==> config.mk <==
export PLATFORM = sky130hd
export DESIGN_NAME = heading_error_servo_drive_unit
export DESIGN_NICKNAME = d
export VERILOG_FILES = /design/src/hdl/hesd_pkg.sv /design/src/hdl/hesd_front.sv /design/src/hdl/hesd_cell.sv /design/src/hdl/hesd_back.sv /design/src/hdl/heading_error_servo_drive_unit.sv
export SDC_FILE = /design/constraint.sdc
export NUM_CORES = 2
export LEC_CHECK = 0
export BUFFER_PORTS_ARGS = -buffer_cell sky130_fd_sc_hd__buf_2
export CAP_MARGIN = 20
export CORE_ASPECT_RATIO = 1.1
export CORE_MARGIN = 4
export CORE_UTILIZATION = 52
export CTS_CLUSTER_SIZE = 8
export DETAILED_ROUTE_END_ITERATION = 8
export PLACE_DENSITY = 0.72
export SYNTH_ARGS = -nofsm -noshare
export SYNTH_HDL_FRONTEND = slang
export SYNTH_SLANG_ARGS = --single-unit
==> constraint.sdc <==
create_clock -name clk -period 89.8 [get_ports clk]
set_input_delay 17.96 -clock clk [delete_from_list [all_inputs] [get_ports clk]]
set_output_delay 17.96 -clock clk [all_outputs]
set_load 0.05 [all_outputs]
==> src/hdl/hesd_pkg.sv <==
// Shared types and constants for the heading error servo drive.
// No dependencies; imported by every module of the block.
`timescale 1ns / 1ps

package hesd_pkg;

  // CORDIC datapath width: 256 * 17-bit offset-corrected sample plus gain growth
  localparam int CW      = 28;
  localparam int TAB_LEN = 24;

  // Register indexes on the configuration port
  localparam logic [1:0] REG_OFFSET_X  = 2'd0;
  localparam logic [1:0] REG_OFFSET_Y  = 2'd1;
  localparam logic [1:0] REG_THRESHOLD = 2'd2;
  localparam logic [1:0] REG_CENTER    = 2'd3;

  // Reset values of the registers
  localparam logic [15:0] THRESHOLD_RST = 16'd1565;
  localparam logic [9:0]  CENTER_RST    = 10'd750;

  // Largest duty that the back end can produce (1023 + 149)
  localparam logic [10:0] DUTY_MAX = 11'd1172;

  // atan(2^-i) in units of 2^32 per turn, rounded to nearest
  localparam logic [31:0] ATAN_TAB [TAB_LEN] = '{
    32'd536870912, 32'd316933406, 32'd167458907, 32'd85004756,
    32'd42667331,  32'd21354465,  32'd10679838,  32'd5340245,
    32'd2670163,   32'd1335087,   32'd667544,    32'd333772,
    32'd166886,    32'd83443,     32'd41722,     32'd20861,
    32'd10430,     32'd5215,      32'd2608,      32'd1304,
    32'd652,       32'd326,       32'd163,       32'd81
  };

  // Vector and angle handed from cell to cell
  typedef struct packed {
    logic signed [CW-1:0] x;
    logic signed [CW-1:0] y;
    logic [31:0]          z;
    logic [15:0]          enc;
    logic                 zero;
  } hesd_vec_t;

endpackage

==> src/hdl/hesd_front.sv <==
// Front stage: hard-iron offset removal and half-plane pre-rotation.
// Depends on hesd_pkg.
`timescale 1ns / 1ps

module hesd_front (
  input  logic                     clk,
  input  logic                     rst_n,
  input  logic                     en,
  input  logic                     in_valid,
  input  logic [15:0]              mag_x,
  input  logic [15:0]              mag_y,
  input  logic [15:0]              enc,
  input  logic [15:0]              offset_x,
  input  logic [15:0]              offset_y,
  output logic                     valid_o,
  output hesd_pkg::hesd_vec_t      vec_o
);
  import hesd_pkg::*;

  logic signed [16:0]   dx, dy;
  logic signed [CW-1:0] x0, y0;
  hesd_vec_t            vec_nxt, vec_r;
  logic                 valid_r;

  // exact 17-bit differences
  assign dx = $signed({mag_x[15], mag_x}) - $signed({offset_x[15], offset_x});
  assign dy = $signed({mag_y[15], mag_y}) - $signed({offset_y[15], offset_y});

  // (X, Y) = (256*dx, -256*dy); fold into the right half plane
  always_comb begin
    x0 = {{(CW-25){dx[16]}}, dx, 8'd0};
    y0 = -{{(CW-25){dy[16]}}, dy, 8'd0};
    vec_nxt.enc  = enc;
    vec_nxt.zero = (dx == 17'sd0) && (dy == 17'sd0);
    if (dx[16]) begin
      vec_nxt.x = -x0;
      vec_nxt.y = -y0;
      vec_nxt.z = 32'h8000_0000;
    end else begin
      vec_nxt.x = x0;
      vec_nxt.y = y0;
      vec_nxt.z = 32'd0;
    end
  end

  always_ff @(posedge clk) begin
    if (!rst_n) begin
      valid_r <= 1'b0;
    end else if (en) begin
      valid_r <= in_valid;
    end
  end

  always_ff @(posedge clk) begin
    if (en) begin
      vec_r <= vec_nxt;
    end
  end

  assign valid_o = valid_r;
  assign vec_o   = vec_r;

endmodule

==> src/hdl/hesd_cell.sv <==
// One vectoring CORDIC micro-rotation, registered.
// Depends on hesd_pkg for the vector type and the atan table.
`timescale 1ns / 1ps

module hesd_cell #(
  parameter int SHIFT = 0
) (
  input  logic                     clk,
  input  logic                     rst_n,
  input  logic                     en,
  input  logic                     valid_i,
  input  hesd_pkg::hesd_vec_t      vec_i,
  output logic                     valid_o,
  output hesd_pkg::hesd_vec_t      vec_o
);
  import hesd_pkg::*;

  logic signed [CW-1:0] xs, ys;
  hesd_vec_t            vec_nxt, vec_r;
  logic                 valid_r;

  // arithmetic shift rounds toward minus infinity
  assign xs = vec_i.x >>> SHIFT;
  assign ys = vec_i.y >>> SHIFT;

  // drive Y towards zero, accumulate the angle turned
  always_comb begin
    vec_nxt = vec_i;
    if (!vec_i.y[CW-1]) begin
      vec_nxt.x = vec_i.x + ys;
      vec_nxt.y = vec_i.y - xs;
      vec_nxt.z = vec_i.z + ATAN_TAB[SHIFT];
    end else begin
      vec_nxt.x = vec_i.x - ys;
      vec_nxt.y = vec_i.y + xs;
      vec_nxt.z = vec_i.z - ATAN_TAB[SHIFT];
    end
  end

  always_ff @(posedge clk) begin
    if (!rst_n) begin
      valid_r <= 1'b0;
    end else if (en) begin
      valid_r <= valid_i;
    end
  end

  always_ff @(posedge clk) begin
    if (en) begin
      vec_r <= vec_nxt;
    end
  end

  assign valid_o = valid_r;
  assign vec_o   = vec_r;

endmodule

==> src/hdl/hesd_back.sv <==
// Back end: heading rounding, wrapped error, proportional duty, output register.
// Depends on hesd_pkg.
`timescale 1ns / 1ps

module hesd_back (
  input  logic                     clk,
  input  logic                     rst_n,
  input  logic                     en,
  input  logic                     valid_i,
  input  hesd_pkg::hesd_vec_t      vec_i,
  input  logic [15:0]              threshold,
  input  logic [9:0]               center,
  output logic                     out_valid,
  output logic [10:0]              out_duty,
  output logic [15:0]              out_heading,
  output logic [15:0]              out_error
);
  import hesd_pkg::*;

  logic [31:0]        z_rnd;
  logic [15:0]        head_nxt, err_nxt;
  logic signed [25:0] prod;
  logic signed [25:0] prod_adj;
  logic signed [8:0]  term_nxt;
  logic               below_nxt;

  logic               fin_valid_r;
  logic [15:0]        head_r, err_r;
  logic signed [8:0]  term_r;
  logic               below_r;

  logic signed [11:0] sum;
  logic [10:0]        duty_nxt;
  logic               out_valid_r;
  logic [10:0]        duty_r;
  logic [15:0]        out_head_r, out_err_r;

  // heading = nearest 2^-16 turn; zero vector reads as 0
  assign z_rnd    = vec_i.z + 32'h0000_8000;
  assign head_nxt = vec_i.zero ? 16'd0 : z_rnd[31:16];
  assign err_nxt  = head_nxt - vec_i.enc;

  // trunc(err*300/65536) toward zero
  assign prod      = $signed({{10{err_nxt[15]}}, err_nxt}) * 26'sd300;
  assign prod_adj  = prod[25] ? (prod + 26'sd65535) : prod;
  assign term_nxt  = prod_adj[24:16];
  assign below_nxt = $signed(err_nxt) <= $signed(threshold);

  always_ff @(posedge clk) begin
    if (!rst_n) begin
      fin_valid_r <= 1'b0;
    end else if (en) begin
      fin_valid_r <= valid_i;
    end
  end

  always_ff @(posedge clk) begin
    if (en) begin
      head_r  <= head_nxt;
      err_r   <= err_nxt;
      term_r  <= term_nxt;
      below_r <= below_nxt;
    end
  end

  // duty: centre plus term, clamped at zero, or centre alone
  assign sum = $signed({2'b00, center}) + $signed({{3{term_r[8]}}, term_r});
  always_comb begin
    if (!below_r) begin
      duty_nxt = {1'b0, center};
    end else if (sum[11]) begin
      duty_nxt = 11'd0;
    end else begin
      duty_nxt = sum[10:0];
    end
  end

  always_ff @(posedge clk) begin
    if (!rst_n) begin
      out_valid_r <= 1'b0;
    end else if (en) begin
      out_valid_r <= fin_valid_r;
    end
  end

  always_ff @(posedge clk) begin
    if (en) begin
      duty_r     <= duty_nxt;
      out_head_r <= head_r;
      out_err_r  <= err_r;
    end
  end

  assign out_valid   = out_valid_r;
  assign out_duty    = duty_r;
  assign out_heading = out_head_r;
  assign out_error   = out_err_r;

  // duty never leaves its range
  a_duty_range: assert property (@(posedge clk) disable iff (!rst_n)
    out_valid_r |-> (duty_r <= DUTY_MAX))
    else $error("duty out of range");

  // a held pipeline keeps the finishing stage
  a_fin_hold: assert property (@(posedge clk) disable iff (!rst_n)
    (fin_valid_r && !en) |=> (fin_valid_r && $stable(head_r) && $stable(err_r)))
    else $error("finishing stage lost while stalled");

  // a stalled result is not dropped
  a_out_hold: assert property (@(posedge clk) disable iff (!rst_n)
    (out_valid_r && !en) |=> out_valid_r)
    else $error("result dropped while stalled");

endmodule

==> src/hdl/heading_error_servo_drive_unit.sv <==
// Path from input transfer to result valid: front stage, one cell per CORDIC
// micro-rotation (at most TAB_LEN cells), two back-end stages.
// Throughput: one item per cycle; the whole cell chain advances together and
// holds only while the output register is full and out_tready is low.
// Reset (rst_n, synchronous): clears all valid bits and loads the register
// defaults offset_x = 0, offset_y = 0, error_threshold = 1565, center_duty = 750.
`timescale 1ns / 1ps

module heading_error_servo_drive_unit #(
  parameter int CORDIC_STAGES = 16
) (
  input  logic        clk,
  input  logic        rst_n,
  // input stream, tdata: mag_x [15:0], mag_y [31:16], encoder_angle [47:32]
  input  logic        in_tvalid,
  output logic        in_tready,
  input  logic [47:0] in_tdata,
  // result stream, tdata: duty [10:0], heading [26:11], angle_error [42:27], zeros
  output logic        out_tvalid,
  input  logic        out_tready,
  output logic [47:0] out_tdata,
  // configuration port
  input  logic        cfg_psel,
  input  logic        cfg_penable,
  input  logic        cfg_pwrite,
  input  logic [3:0]  cfg_paddr,
  input  logic [31:0] cfg_pwdata,
  output logic [31:0] cfg_prdata,
  output logic        cfg_pready
);
  import hesd_pkg::*;

  localparam int NS = (CORDIC_STAGES > TAB_LEN) ? TAB_LEN : CORDIC_STAGES;

  logic [15:0] offset_x_r, offset_y_r, threshold_r;
  logic [9:0]  center_r;
  logic        cfg_wr;
  logic        en;

  hesd_vec_t   chain_vec [NS+1];
  logic [NS:0] chain_valid;

  logic        res_valid;
  logic [10:0] res_duty;
  logic [15:0] res_head, res_err;

  // configuration registers
  assign cfg_pready = 1'b1;
  assign cfg_wr     = cfg_psel && cfg_penable && cfg_pwrite && cfg_pready;

  always_ff @(posedge clk) begin
    if (!rst_n) begin
      offset_x_r  <= 16'd0;
      offset_y_r  <= 16'd0;
      threshold_r <= THRESHOLD_RST;
      center_r    <= CENTER_RST;
    end else if (cfg_wr) begin
      unique case (cfg_paddr[3:2])
        REG_OFFSET_X:  offset_x_r  <= cfg_pwdata[15:0];
        REG_OFFSET_Y:  offset_y_r  <= cfg_pwdata[15:0];
        REG_THRESHOLD: threshold_r <= cfg_pwdata[15:0];
        REG_CENTER:    center_r    <= cfg_pwdata[9:0];
        default: ;
      endcase
    end
  end

  // read back
  always_comb begin
    unique case (cfg_paddr[3:2])
      REG_OFFSET_X:  cfg_prdata = {16'd0, offset_x_r};
      REG_OFFSET_Y:  cfg_prdata = {16'd0, offset_y_r};
      REG_THRESHOLD: cfg_prdata = {16'd0, threshold_r};
      REG_CENTER:    cfg_prdata = {22'd0, center_r};
      default:       cfg_prdata = 32'd0;
    endcase
  end

  // chain advances unless a finished result is waiting and out_tready is low
  assign en        = !res_valid || out_tready;
  assign in_tready = en;

  hesd_front u_front (
    .clk      (clk),
    .rst_n    (rst_n),
    .en       (en),
    .in_valid (in_tvalid),
    .mag_x    (in_tdata[15:0]),
    .mag_y    (in_tdata[31:16]),
    .enc      (in_tdata[47:32]),
    .offset_x (offset_x_r),
    .offset_y (offset_y_r),
    .valid_o  (chain_valid[0]),
    .vec_o    (chain_vec[0])
  );

  // row of CORDIC cells
  for (genvar i = 0; i < NS; i++) begin : g_cell
    hesd_cell #(
      .SHIFT (i)
    ) u_cell (
      .clk     (clk),
      .rst_n   (rst_n),
      .en      (en),
      .valid_i (chain_valid[i]),
      .vec_i   (chain_vec[i]),
      .valid_o (chain_valid[i+1]),
      .vec_o   (chain_vec[i+1])
    );
  end

  hesd_back u_back (
    .clk         (clk),
    .rst_n       (rst_n),
    .en          (en),
    .valid_i     (chain_valid[NS]),
    .vec_i       (chain_vec[NS]),
    .threshold   (threshold_r),
    .center      (center_r),
    .out_valid   (res_valid),
    .out_duty    (res_duty),
    .out_heading (res_head),
    .out_error   (res_err)
  );

  assign out_tvalid = res_valid;
  assign out_tdata  = {5'd0, res_err, res_head, res_duty};

endmodule
==> flow_summary.toml <==
[outcome]
status = "finished, final reports clean"

[synthesis]
post_synth.cell_area_avg_sq_um = 10.2
post_synthesis_cell_area_sq_um = 119000
synth.area.top_cells = "sky130_fd_sc_hd__edfxtp_1 39%, sky130_fd_sc_hd__ha_1 14%, sky130_fd_sc_hd__xnor2_1 7.6%"
synth_most_common_cell = "sky130_fd_sc_hd__edfxtp_1"
synth_edf_count = 1562
post_synth_num_cell_types = 109
synth-seq-area-share_pct = 40.7
ys_ff_latch = 1639
ffs_w_async_s_r_synth_pct = 0
post_synth_inst_count = 11679
synth_common_cells = "1562 x sky130_fd_sc_hd__edfxtp_1, 1300 x sky130_fd_sc_hd__ha_1, 1058 x sky130_fd_sc_hd__a21oi_1"
synth-main-ff-cell = "sky130_fd_sc_hd__edfxtp_1"
yosys_warnings = 0
synth_area_leader_cell = "sky130_fd_sc_hd__edfxtp_1"
synth.top_cell.area_share_pct = 39.4

[routing]
dr_wl_met2_mm = 142
via_count = 88085
final_routed_wire_length_divided_by_cell_count_um = 19.4
final_ant_viol_nets = 0
dr.max_layer_used = "met5"
detailedRoute.firstPassIterationCount = 7
finalWirelength_mm = 291
drc_errors = 0
iteration_0_drc_markers = 6296
post_drt_via_cell_ratio = 5.87
met3WireLength_mm = 13.2
wl_met1_mm = 122

[clock_network]
hold_buffers = 0
clock_insertion_delay_worst_skew_ps = 930
tritoncts = "yes"
htreeDepth = 4
cts_sinks = 1639
tritoncts.num_buffers = 227
clkSlewWorstSetupHoldPaths_ps = 50
post_cts_resize_count = 0
cts_max_path_buffers = 3
cts_root_buffer = "sky130_fd_sc_hd__clkbuf_16"
cts_setup_buffers = 0

[timing]
rsz0062_at_grt = "no"
worst_slew_margin_rel_pct = 27.8
timing.final.setup_violations = 0
worst-slew-pin-transition_ps = 1060
timing_max_transition_violations_final = 0
fmax_mhz = 26.7
period_needed_ps = 37500
layout_worst_path_cycle_share_pct = 41.8
fin_setup_tns_ps = 0
timing_hold_violations_final = 0
finClkSkew_ps = 116

[die]
rows = 183
initial_core_utilization_pct = 52.5
die_width_um = 464
placeableCoreArea_sq_um = 227000
die_height_um = 510
design.portCount = 174
design.die.area_sq_um = 236000

[global_routing]
vias_in_the_first_global_route = 87352
grt_use_total_pct = 24.0
grt_antenna_before_repair = 24
overflow_left_after_global_routing = 0
grt_start_max_net_pins = 171
grt_pass1_wl_mm = 462

[min_path]
hold_path_depth = 0
holdCritPathClass = "reg2reg"

[worst_setup_path]
path_cells = "buf_2 -> mux4_2 -> buf_2"
timing.critical_path.to_type = "output port"
startpoint_kind_of_the_worst_setup_timing_path = "input port"
critPathKind = "in2out"
timing.critical_path.slowest_cell_delay_ps = 670
cp.buffers_inverters = 2
crit_cells = 3
critical_path.max_fanout = 24
critical_path_arrival_ps = 19540
cpLargestDelayFamily = "buffers and inverters"
reg2regPathDepth = 25
critPathRequiredTime_ps = 71840
path_common_cell = "sky130_fd_sc_hd__buf_2"
cpMaxStageDelayCell = "sky130_fd_sc_hd__mux4_2"

[layout]
syn_to_final_growth_pct = 9.05
layout.filler_cells = 19125
finish.net_count = 13403
postLayoutCoreUtil_pct = 57.2
post_route_cells_drive_above_1_share_pct = 5.19

[job]
cap_violations = 0

[place]
finalWeightedCongestion = 0.927
post-dp-hpwl_mm = 224
port-buffer-count = 133
==> cell usage in the layout, fill, tap and decap left out, drive strengths merged, types with 30 or more instances in the layout <==
cell type / n
dfxtp: 77
nand2: 647
o21ai: 441
mux2i: 35
nand3: 184
inv: 691
a211oi: 69
nor3: 319
o31ai: 61
nor4: 82
nor2: 984
a21oi: 1060
nand2b: 144
clkbuf: 302
ha: 1300
o21a: 173
nand4: 50
and3: 113
nor2b: 158
o21bai: 168
nor3b: 34
xor2: 555
a2111oi: 39
buf: 207
a21boi: 97
o41ai: 57
mux2: 47
a21o: 458
xnor2: 1031
edfxtp: 1562
and2: 69
o211ai: 47
or3: 81
fa: 67
a31oi: 124
or2: 40
o2111ai: 30
==> logic make-up after synthesis <==
| kind of cell | Yosys count | synth area share (%) |
|---|---|---|
| AO/OA/AOI/OAI | 3075 | 16.6 |
| AND/OR/NAND/NOR | 3026 | 12.3 |
| flip-flops | 1639 | 40.7 |
| XOR/XNOR | 1587 | 11.7 |
| adder cells (fa/ha/maj) | 1369 | 14.8 |
| buffers and inverters | 889 | 2.89 |
| multiplexers | 92 | 0.929 |
| other | 2 | 0.00631 |
==> area by class of cell <==
cell class | count | area (sq um) | share of cell area (%)
clock inverters | 23 | 482 | 0.371
diodes | 7 | 17.5 | 0.0135
multi-input cells | 9174 | 67200 | 51.8
well taps | 2960 | 3700 | 2.86
inverters | 693 | 2610 | 2.01
repair buffers | 210 | 1290 | 0.996
flip-flops and latches | 1639 | 48400 | 37.4
clock buffers | 300 | 5980 | 4.61
==> worst paths after layout <==
kind | start | to | slack, ps
max | cfg_paddr[2] | cfg_prdata[3] | 52300
min | g_cell[6].u_cell.vec_o[16] | g_cell[7].u_cell.vec_o[16] | 360
max reg2reg | g_cell[15].u_cell.vec_o[34] | u_back.term_r[7] | 80800
min reg2reg | g_cell[6].u_cell.vec_o[16] | g_cell[7].u_cell.vec_o[16] | 360
==> state kept, by name (all words and copies together) (netlist names), 10 cells and up <==
name                   count
g_cell.u_cell.vec_o     1419
u_back.err_r              16
u_back.out_error          16
u_back.head_r             16
u_back.out_heading        16
g_cell.u_cell.valid_o     16
offset_y_r                16
center_r                  10
u_back.out_duty           11
offset_x_r                16
threshold_r               16
u_front.vec_o             58
==> worst reg2reg max path, delay by kind of cell, from the launching register on <==
kind            cells  cell delay, ps
simple gates        9            2870
buf+inv             2             110
fa+ha+maj           4            1900
xor+xnor            3             990
compound gates      7            2380
flops               1             460
==> layer usage <==
metal | track usage, % | up-vias
li1 | - | 43328
met1 | 29.8 | 41928
met2 | 42.2 | 2185
met3 | 3.15 | 636
met4 | 10.2 | 8
met5 | 0 | -
==> metrics by stage <==
step                      cell area (sq um)  hold WS [ps]  setup slack (ps)  cells
after floorplan                      119000           400             11200  11702
after global placement               123000           400             52300  14671
after detailed placement             123000           405             52290  14672
after CTS                            130000           357             52290  14995
after global routing                 130000           359             52180  15004
final                                130000           359             52300  15006
Power is not shown: default switching activity piles up to over one toggle a cycle in this logic, so the estimate is an artifact.
